$ cat src/hdl/magnetometer_calibrate_autorange_macros.svh
// Assertion macros used by the calibration datapath module.
// No dependencies; clk and rst_n must exist in the including scope.
`ifndef MAGNETOMETER_CALIBRATE_AUTORANGE_MACROS_SVH
`define MAGNETOMETER_CALIBRATE_AUTORANGE_MACROS_SVH

// Condition that holds at every clock edge out of reset.
`define MCA_ASSERT(name, expr, msg) \
    name: assert property (@(posedge clk) disable iff (!rst_n) (expr)) else $error(msg);

// Antecedent implies consequent in the next cycle.
`define MCA_ASSERT_NEXT(name, ante, cons, msg) \
    name: assert property (@(posedge clk) disable iff (!rst_n) (ante) |=> (cons)) \
        else $error(msg);

`endif

$ cat src/hdl/mca_pkg.sv
// Types, constants and codes for the magnetometer calibration block.
// No dependencies.
package mca_pkg;

    localparam int SB    = 16;
    localparam int CNT_W = $clog2(SB + 1);

    localparam int ADDR_W = 3;
    localparam logic REG_GAIN_MODE = 1'b0;

    localparam logic [2:0] AUTO_MODE = 3'd7;
    localparam logic [2:0] TOP_STEP  = 3'd6;

    localparam int HI_LOW  = -2048;
    localparam int HI_HIGH = 2047;
    localparam int LO_LOW  = -500;
    localparam int LO_HIGH = 500;

    typedef struct packed {
        logic signed [SB-1:0] raw_x;
        logic signed [SB-1:0] raw_y;
        logic signed [SB-1:0] raw_z;
    } in_item_t;

    typedef struct packed {
        logic signed [SB-1:0] cal_x;
        logic signed [SB-1:0] cal_y;
        logic signed [SB-1:0] cal_z;
        logic [2:0]           gain_step;
        logic                 gain_changed;
    } out_item_t;

    typedef enum logic [3:0] {
        S_IDLE,
        S_TRACK,
        S_CENTER,
        S_DIV_Y,
        S_WAIT_Y,
        S_DIV_Z,
        S_WAIT_Z,
        S_MUL,
        S_FINISH
    } ctrl_state_t;

    typedef struct packed {
        logic load;
        logic track;
        logic center;
        logic div_start_y;
        logic div_start_z;
        logic cap_qy;
        logic cap_qz;
        logic mul;
        logic finish;
    } ctrl_cmd_t;

    typedef struct packed {
        logic div_done;
        logic out_free;
    } ctrl_sts_t;

endpackage

$ cat src/hdl/mca_div.sv
// Iterative restoring divider, one quotient bit per cycle.
// Depends on mca_pkg.
module mca_div
    import mca_pkg::*;
(
    input  logic          clk,
    input  logic          rst_n,
    input  logic          start,
    input  logic [SB-1:0] dividend,
    input  logic [SB-1:0] divisor,
    output logic          done,
    output logic [SB-1:0] quotient
);

    logic             busy_reg, busy_next;
    logic             done_reg, done_next;
    logic [CNT_W-1:0] cnt_reg, cnt_next;
    logic [SB-1:0]    rem_reg, rem_next;
    logic [SB-1:0]    quo_reg, quo_next;
    logic [SB-1:0]    dvs_reg, dvs_next;
    logic [SB:0]      rem_sh;
    logic [SB+1:0]    diff;

    always_comb
    begin
        rem_sh    = {rem_reg, quo_reg[SB-1]};
        diff      = {1'b0, rem_sh} - {2'b00, dvs_reg};
        busy_next = busy_reg;
        done_next = 1'b0;
        cnt_next  = cnt_reg;
        rem_next  = rem_reg;
        quo_next  = quo_reg;
        dvs_next  = dvs_reg;
        if (start)
        begin
            busy_next = 1'b1;
            cnt_next  = CNT_W'(SB);
            rem_next  = '0;
            quo_next  = dividend;
            dvs_next  = divisor;
        end
        else if (busy_reg)
        begin
            if (diff[SB+1])
            begin
                rem_next = rem_sh[SB-1:0];
                quo_next = {quo_reg[SB-2:0], 1'b0};
            end
            else
            begin
                rem_next = diff[SB-1:0];
                quo_next = {quo_reg[SB-2:0], 1'b1};
            end
            cnt_next = cnt_reg - CNT_W'(1);
            if (cnt_reg == CNT_W'(1))
            begin
                busy_next = 1'b0;
                done_next = 1'b1;
            end
        end
    end

    always_ff @(posedge clk or negedge rst_n)
    begin
        if (!rst_n)
        begin
            busy_reg <= 1'b0;
            done_reg <= 1'b0;
            cnt_reg  <= '0;
        end
        else
        begin
            busy_reg <= busy_next;
            done_reg <= done_next;
            cnt_reg  <= cnt_next;
        end
    end

    always_ff @(posedge clk)
    begin
        rem_reg <= rem_next;
        quo_reg <= quo_next;
        dvs_reg <= dvs_next;
    end

    assign done     = done_reg;
    assign quotient = quo_reg;

endmodule

$ cat src/hdl/mca_ctrl.sv
// Sequencing state machine for the calibration block.
// Depends on mca_pkg; drives mca_dp through command and status structs.
module mca_ctrl
    import mca_pkg::*;
(
    input  logic      clk,
    input  logic      rst_n,
    input  logic      in_valid,
    output logic      in_stall,
    input  ctrl_sts_t sts,
    output ctrl_cmd_t cmd
);

    ctrl_state_t state_reg, state_next;

    always_comb
    begin
        state_next = state_reg;
        unique case (state_reg)
            S_IDLE:   if (in_valid) state_next = S_TRACK;
            S_TRACK:  state_next = S_CENTER;
            S_CENTER: state_next = S_DIV_Y;
            S_DIV_Y:  state_next = S_WAIT_Y;
            S_WAIT_Y: if (sts.div_done) state_next = S_DIV_Z;
            S_DIV_Z:  state_next = S_WAIT_Z;
            S_WAIT_Z: if (sts.div_done) state_next = S_MUL;
            S_MUL:    state_next = S_FINISH;
            S_FINISH: if (sts.out_free) state_next = S_IDLE;
            default:  state_next = S_IDLE;
        endcase
    end

    always_comb
    begin
        cmd      = '0;
        in_stall = 1'b1;
        unique case (state_reg)
            S_IDLE:
            begin
                in_stall = 1'b0;
                cmd.load = in_valid;
            end
            S_TRACK:  cmd.track       = 1'b1;
            S_CENTER: cmd.center      = 1'b1;
            S_DIV_Y:  cmd.div_start_y = 1'b1;
            S_WAIT_Y: cmd.cap_qy      = sts.div_done;
            S_DIV_Z:  cmd.div_start_z = 1'b1;
            S_WAIT_Z: cmd.cap_qz      = sts.div_done;
            S_MUL:    cmd.mul         = 1'b1;
            S_FINISH: cmd.finish      = sts.out_free;
            default:  cmd             = '0;
        endcase
    end

    always_ff @(posedge clk or negedge rst_n)
    begin
        if (!rst_n)
            state_reg <= S_IDLE;
        else
            state_reg <= state_next;
    end

endmodule

$ cat src/hdl/mca_dp.sv
// Datapath: range tracking, offsets, shared divider, scaling, gain ranging
// and the output register. Depends on mca_pkg, mca_div and the macro header.
`include "magnetometer_calibrate_autorange_macros.svh"

module mca_dp
    import mca_pkg::*;
(
    input  logic      clk,
    input  logic      rst_n,
    input  ctrl_cmd_t cmd,
    output ctrl_sts_t sts,
    input  in_item_t  in_data,
    input  logic [2:0] gain_mode,
    output logic      out_valid,
    input  logic      out_stall,
    output out_item_t out_data
);

    localparam logic signed [SB-1:0] S_TOP = {1'b0, {(SB-1){1'b1}}};
    localparam logic signed [SB-1:0] S_BOT = {1'b1, {(SB-1){1'b0}}};

    function automatic logic [SB-1:0] centre_f(input logic signed [SB-1:0] s,
                                               input logic signed [SB-1:0] lo,
                                               input logic signed [SB-1:0] hi);
        logic signed [SB:0] sum;
        logic signed [SB:0] adj;
        logic signed [SB:0] mid;
        sum = (SB+1)'(hi) + (SB+1)'(lo);
        // truncate toward zero: bias negative sums by one before the shift
        adj = sum + {{SB{1'b0}}, sum[SB]};
        mid = adj >>> 1;
        return s - mid[SB-1:0];
    endfunction

    function automatic logic [SB-1:0] range_f(input logic signed [SB-1:0] lo,
                                              input logic signed [SB-1:0] hi);
        logic signed [SB:0] d;
        d = (SB+1)'(hi) - (SB+1)'(lo);
        return d[SB-1:0];
    endfunction

    in_item_t             smp_reg;
    logic signed [SB-1:0] x_min_reg, x_max_reg, y_min_reg, y_max_reg, z_min_reg, z_max_reg;
    logic signed [SB-1:0] off_x_reg, off_y_reg, off_z_reg;
    logic [SB-1:0]        xr_reg, ry_reg, rz_reg;
    logic [SB-1:0]        qy_reg, qz_reg;
    logic signed [SB-1:0] cal_y_reg, cal_z_reg;
    logic [2:0]           auto_step_reg, auto_step_next;
    logic                 out_valid_reg;
    out_item_t            out_data_reg;
    out_item_t            out_next;

    logic                 div_start;
    logic [SB-1:0]        div_divisor;
    logic                 div_done;
    logic [SB-1:0]        div_quo;
    logic [2*SB-1:0]      prod_y, prod_z;
    logic                 big, quiet, changed;

    assign div_start   = cmd.div_start_y | cmd.div_start_z;
    assign div_divisor = cmd.div_start_z ? rz_reg : ry_reg;

    mca_div u_div (
        .clk      (clk),
        .rst_n    (rst_n),
        .start    (div_start),
        .dividend (xr_reg),
        .divisor  (div_divisor),
        .done     (div_done),
        .quotient (div_quo)
    );

    assign prod_y = {{SB{1'b0}}, off_y_reg} * {{SB{1'b0}}, qy_reg};
    assign prod_z = {{SB{1'b0}}, off_z_reg} * {{SB{1'b0}}, qz_reg};

    always_comb
    begin
        big = (off_x_reg < HI_LOW) || (off_x_reg > HI_HIGH) ||
              (cal_y_reg < HI_LOW) || (cal_y_reg > HI_HIGH) ||
              (cal_z_reg < HI_LOW) || (cal_z_reg > HI_HIGH);
        quiet = (off_x_reg > LO_LOW) && (off_x_reg < LO_HIGH) &&
                (cal_y_reg > LO_LOW) && (cal_y_reg < LO_HIGH) &&
                (cal_z_reg > LO_LOW) && (cal_z_reg < LO_HIGH);
        auto_step_next = auto_step_reg;
        changed        = 1'b0;
        if (gain_mode == AUTO_MODE)
        begin
            if ((auto_step_reg < TOP_STEP) && big)
            begin
                auto_step_next = auto_step_reg + 3'd1;
                changed        = 1'b1;
            end
            else if ((auto_step_reg != 3'd0) && quiet)
            begin
                auto_step_next = auto_step_reg - 3'd1;
                changed        = 1'b1;
            end
        end
        out_next.cal_x        = off_x_reg;
        out_next.cal_y        = cal_y_reg;
        out_next.cal_z        = cal_z_reg;
        out_next.gain_step    = (gain_mode == AUTO_MODE) ? auto_step_next : gain_mode;
        out_next.gain_changed = changed;
    end

    always_ff @(posedge clk or negedge rst_n)
    begin
        if (!rst_n)
        begin
            x_min_reg     <= S_TOP;
            y_min_reg     <= S_TOP;
            z_min_reg     <= S_TOP;
            x_max_reg     <= S_BOT;
            y_max_reg     <= S_BOT;
            z_max_reg     <= S_BOT;
            auto_step_reg <= 3'd0;
            out_valid_reg <= 1'b0;
        end
        else
        begin
            if (cmd.track)
            begin
                if (smp_reg.raw_x < x_min_reg) x_min_reg <= smp_reg.raw_x;
                if (smp_reg.raw_x > x_max_reg) x_max_reg <= smp_reg.raw_x;
                if (smp_reg.raw_y < y_min_reg) y_min_reg <= smp_reg.raw_y;
                if (smp_reg.raw_y > y_max_reg) y_max_reg <= smp_reg.raw_y;
                if (smp_reg.raw_z < z_min_reg) z_min_reg <= smp_reg.raw_z;
                if (smp_reg.raw_z > z_max_reg) z_max_reg <= smp_reg.raw_z;
            end
            if (cmd.finish)
            begin
                auto_step_reg <= auto_step_next;
                out_valid_reg <= 1'b1;
            end
            else if (out_valid_reg && !out_stall)
                out_valid_reg <= 1'b0;
        end
    end

    always_ff @(posedge clk)
    begin
        if (cmd.load)
            smp_reg <= in_data;
        if (cmd.center)
        begin
            off_x_reg <= centre_f(smp_reg.raw_x, x_min_reg, x_max_reg);
            off_y_reg <= centre_f(smp_reg.raw_y, y_min_reg, y_max_reg);
            off_z_reg <= centre_f(smp_reg.raw_z, z_min_reg, z_max_reg);
            xr_reg    <= range_f(x_min_reg, x_max_reg);
            ry_reg    <= range_f(y_min_reg, y_max_reg);
            rz_reg    <= range_f(z_min_reg, z_max_reg);
        end
        // a zero range leaves the axis unscaled
        if (cmd.cap_qy)
            qy_reg <= (ry_reg == '0) ? SB'(1) : div_quo;
        if (cmd.cap_qz)
            qz_reg <= (rz_reg == '0) ? SB'(1) : div_quo;
        if (cmd.mul)
        begin
            cal_y_reg <= prod_y[SB-1:0];
            cal_z_reg <= prod_z[SB-1:0];
        end
        if (cmd.finish)
            out_data_reg <= out_next;
    end

    assign sts.div_done = div_done;
    assign sts.out_free = !out_valid_reg || !out_stall;
    assign out_valid    = out_valid_reg;
    assign out_data     = out_data_reg;

    `MCA_ASSERT(a_finish_free, !cmd.finish || sts.out_free, "result overwritten before transfer")
    `MCA_ASSERT(a_auto_top, auto_step_reg <= TOP_STEP, "auto gain step beyond top step")
    `MCA_ASSERT_NEXT(a_step_move, cmd.finish,
        (auto_step_reg == $past(auto_step_reg)) ||
        (auto_step_reg == $past(auto_step_reg) + 3'd1) ||
        (auto_step_reg == $past(auto_step_reg) - 3'd1),
        "auto gain step moved by more than one")
    `MCA_ASSERT_NEXT(a_fixed_hold, cmd.finish && (gain_mode != AUTO_MODE),
        $stable(auto_step_reg) && !out_data_reg.gain_changed,
        "auto gain step changed in fixed mode")

endmodule

$ cat src/hdl/magnetometer_calibrate_autorange.sv
// Magnetometer hard-iron calibration with automatic gain ranging.
// Each sample passes through range tracking, centring, two divisions on the shared
// iterative divider, scaling and the finish step; one sample at a time, so the next
// input transfer waits until the last result is registered. A stalled result holds the next.
// Reset: min trackers to full scale, auto gain step 0, gain_mode 0, no result pending.
module magnetometer_calibrate_autorange
    import mca_pkg::*;
(
    input  logic              clk,
    input  logic              rst_n,
    input  logic              psel,
    input  logic              penable,
    input  logic              pwrite,
    input  logic [ADDR_W-1:0] paddr,
    input  logic [31:0]       pwdata,
    output logic [31:0]       prdata,
    output logic              pready,
    input  logic              in_valid,
    output logic              in_stall,
    input  in_item_t          in_data,
    output logic              out_valid,
    input  logic              out_stall,
    output out_item_t         out_data
);

    logic [2:0] gain_mode_reg;
    ctrl_cmd_t  cmd;
    ctrl_sts_t  sts;

    always_ff @(posedge clk or negedge rst_n)
    begin
        if (!rst_n)
            gain_mode_reg <= 3'd0;
        else if (psel && penable && pwrite && (paddr[2] == REG_GAIN_MODE))
            gain_mode_reg <= pwdata[2:0];
    end

    assign pready = 1'b1;
    assign prdata = (paddr[2] == REG_GAIN_MODE) ? {29'd0, gain_mode_reg} : 32'd0;

    mca_ctrl u_ctrl (
        .clk      (clk),
        .rst_n    (rst_n),
        .in_valid (in_valid),
        .in_stall (in_stall),
        .sts      (sts),
        .cmd      (cmd)
    );

    mca_dp u_dp (
        .clk       (clk),
        .rst_n     (rst_n),
        .cmd       (cmd),
        .sts       (sts),
        .in_data   (in_data),
        .gain_mode (gain_mode_reg),
        .out_valid (out_valid),
        .out_stall (out_stall),
        .out_data  (out_data)
    );

endmodule
$ cat config.mk
export PLATFORM = sky130hd
export DESIGN_NAME = magnetometer_calibrate_autorange
export DESIGN_NICKNAME = d
export VERILOG_FILES = /design/src/hdl/mca_pkg.sv /design/src/hdl/mca_div.sv /design/src/hdl/mca_ctrl.sv /design/src/hdl/mca_dp.sv /design/src/hdl/magnetometer_calibrate_autorange.sv
export VERILOG_INCLUDE_DIRS = /design/src /design/src/hdl
export SDC_FILE = /design/constraint.sdc
export NUM_CORES = 2
export LEC_CHECK = 0
export ABC_AREA = 1
export BUFFER_PORTS_ARGS = -buffer_cell sky130_fd_sc_hd__buf_2
export CORE_AREA = 2 2 299 301
export DETAILED_ROUTE_END_ITERATION = 12
export DIE_AREA = 0 0 301 303
export GPL_TIMING_DRIVEN = 1
export PLACE_DENSITY = 0.53
export SYNTH_ARGS = -nofsm -noshare
export SYNTH_HDL_FRONTEND = slang
export SYNTH_SLANG_ARGS = --single-unit
$ cat constraint.sdc
create_clock -name clk -period 10.6 [get_ports clk]
set_clock_uncertainty 0.15 [all_clocks]
set_input_delay 1.06 -clock clk [delete_from_list [all_inputs] [get_ports clk]]
set_output_delay 1.06 -clock clk [all_outputs]
set_load 0.01 [all_outputs]
==> summary.md <==
| Metric | Value |
|---|---|
| Fin. Hold Viols | 0 |
| Post-Route Utilization | around 44% |
| I/O pin cnt | ~180 |
| Tmin final | 5.72 ns |
| Via/cell ratio | between 4 and 5 |
| WL/cell | 15.5 um |
| Fill cells | slightly below 9000 |
| DR iter-0 viols | between 1500 and 2000 |
| Post-synthesis instance total | approximately 4200 |
| ANT cells | 0 |
| CTS Buf Count | 52 |
| TNS Setup | 0 ns |
| Routed WL | 85000 um |
| Post-Synthesis Cell Area | 35000 um2 |
| Max-cap violations | 0 |
| Crit path top cell by count | fa_1 |
| CP max stage cell | edfxtp_1 |
| Critical Path End Type | register |
| Vias in the first global route | between 20000 and 30000 |
| Final Net Count | slightly below 5000 |
| Yosys reg bits | ~420 |
| Max reg flops | 52 |
| DPL Wire Length | just under 70000 um |
| Critical Path RT | roughly 11 ns |
| Antenna violations before repair | 0 |
| Via count | around 26000 |
| Wire length of the first global-routing pass | 137000 um |
| Status | finished clean |
| CTS H-tree lvls | 2 |
| DRC viols | 0 |
| Area of the core | 88000 um2 |
| Slew HR | roughly 22% |
| Rows | ~110 |
| Startpoint types | register |
| Most common cell after layout, fill and taps aside | nand2_1 |
| Fraction of layout cells with a size suffix above 1 | about 8% |
| All-Layer GR Usage | 18.8% |
| Post_cts resized | 0 |
| Post-route ant nets | 0 |
| Chip Width | ~300 um |
| Clock-pin slew on the worst setup and hold paths | ~0.070 ns |
| Die Ht | 303 um |
| Initial core utilization | 39.8% |
| Setup violators final | 0 |
| Fin. max-slew vios | 0 |
| Max Clock Freq | between 0.15 and 0.2 GHz |
| Synth unique cells | 59 |
| Design Area, Final | 38300 um2 |
| Prevailing post-synth register cell | edfxtp_1 |
| Synth warn | 0 |
| Post-synth EDFFs | just under 300 |
| Clock Tree Buf Depth | 3 |
| Mapped Avg Cell Area | between 8 and 9 um2 |
| First-pass iteration count of the detailed router | 5 |
| Async set or reset register ratio after synthesis | between 20 and 30% |
| Worst-Margin Slew | roughly 1.2 ns |
| CTS Sinks | 422 |
| Area growth syn-to-layout | 9.57% |
| Post-CTS Setup Bufs | 0 |
| Crit path DAT | between 5 and 6 ns |
| Largest net degree at the start of global routing | 70 |
| Final Cycle Share | roughly 54% |
| Hold_buf cts | 0 |
| Area after DPL | around 37000 um2 |
| Worst path cell trace | nand2_1, fa_1, inv_1, fa_1, inv_1, fa_1, fa_1, fa_1, fa_1, inv_1, ha_1, nand2_1, nor2_1, nand2_1, o211ai_1, a31oi_1, nand3b_1, nand2_1 |
| FF-to-FF Start | u_dp.qz_reg[3] |
| Hold Crit Class | in -> async |
| Crit path max fanout | 13 |
| Die area | 91200 um2 |
| I/O Buffers | between 100 and 150 |
| Worst setup path start | u_dp.qz_reg[3] |
| Clock latency on the worst-skew pair | approximately 0.65 ns |
| Clock tree from TritonCTS | yes |
| Sequential share of the synthesized area | 34.3% |
| Crit path largest cell delay | around 0.76 ns |
| GRT overflow | 0 |
| WS Path Type | reg -> reg |
| Most frequent cells in the layout | 999 x nand2_1, 796 x inv_1, 353 x ha_1 |
| Placer Congestion | about 0.90 |
| RSZ-0062 raised after global routing | false |
| Clock root cell | clkbuf_16 |
==> logic make-up (layout without fill, tap and decap cells) <==
logic type | after synthesis | in the layout | share of synthesized area (%)
compound gates | 538 | 538 | 8.57
xor+xnor | 201 | 201 | 5.03
fa+ha+maj | 523 | 523 | 22.4
buf+inv | 940 | 1043 | 10.7
flops | 422 | 422 | 34.3
other cells | 2 | 30 | 0.0215
simple gates | 1567 | 1567 | 19.0
==> per-stage QoR <==
stage                     cells  hold WS (ns)  setup WS (ns)
after floorplan            4221         0.276           2.70
after global placement     5392         0.282           4.94
after detailed placement   5392         0.282           4.93
after CTS                  5489         0.243           4.91
after global routing       5489         0.297           4.63
final                      5489         0.274           4.88
==> cell type report <==
cell class / count / area [um2] / share of cell area [%]
clock buffers: 59 / 1330 / 3.46
clock inverters: 38 / 403 / 1.05
inverters: 820 / 3080 / 8.03
well taps: 1165 / 1460 / 3.80
multi-input cells: 2859 / 19400 / 50.6
repair buffers: 126 / 661 / 1.72
flip-flops and latches: 422 / 12000 / 31.3
==> synthesized netlist by cell type (14+ instances only) <==
cell type  count  share of area, %
nor2_2        19              0.34
o21ai_0      200               2.9
nand3b_1      26              0.56
xnor2_1       64               1.6
o21bai_1      15              0.32
dfrtp_1       66               4.7
nand3_1      152               2.2
xor2_1       137               3.4
inv_2         23              0.25
edfxtp_1     292                25
buf_2         15              0.21
a21oi_1      218               3.1
dfstp_2       48               3.6
inv_1        796               8.5
clkbuf_1      58              0.62
nor4_1        14              0.25
buf_4         40              0.86
nand2_1      999                11
nor3_1        40              0.57
dfxtp_1       16              0.92
nand2_2       15              0.27
o211ai_1      21              0.45
ha_1         353                13
fa_1         170               9.7
nand4_1       55              0.98
nor2_1       208               2.2
==> worst max-delay path, delay by kind of cell, from the launching register on <==
kind	cells	cell delay, ns
buf+inv	3	0.16
fa+ha+maj	7	3.48
simple gates	6	0.60
compound gates	2	0.32
flops	1	0.76
==> path summary, 6_finish.rpt <==
| path | endpoint | slack (ns) | cells past startpoint |
|---|---|---|---|
| setup / recovery | u_dp.cal_z_reg[15] | 4.88 | 18 |
| hold / removal | u_dp.y_max_reg[14] | 0.27 | 1 |
| setup reg to reg | u_dp.cal_z_reg[15] | 4.88 | 18 |
| hold reg to reg | u_dp.out_data[13] | 0.30 | 0 |
| max in group asynchronous | u_dp.u_div.done | 8.57 | 2 |
| min in group clk | u_dp.out_data[13] | 0.30 | 0 |
==> per-layer routing <==
layer | vias to the layer above | global-route usage (%) | part of all wire [%]
li1 | 13500 | - | -
met1 | 12300 | 27.1 | 49
met2 | 407 | 30.5 | 45
met3 | 91 | 2.18 | 3.6
met4 | 0 | 4.03 | 1.8
met5 | - | 0 | 0
Power is not shown: default switching activity piles up to over one toggle a cycle in this logic, so the estimate is an artifact.
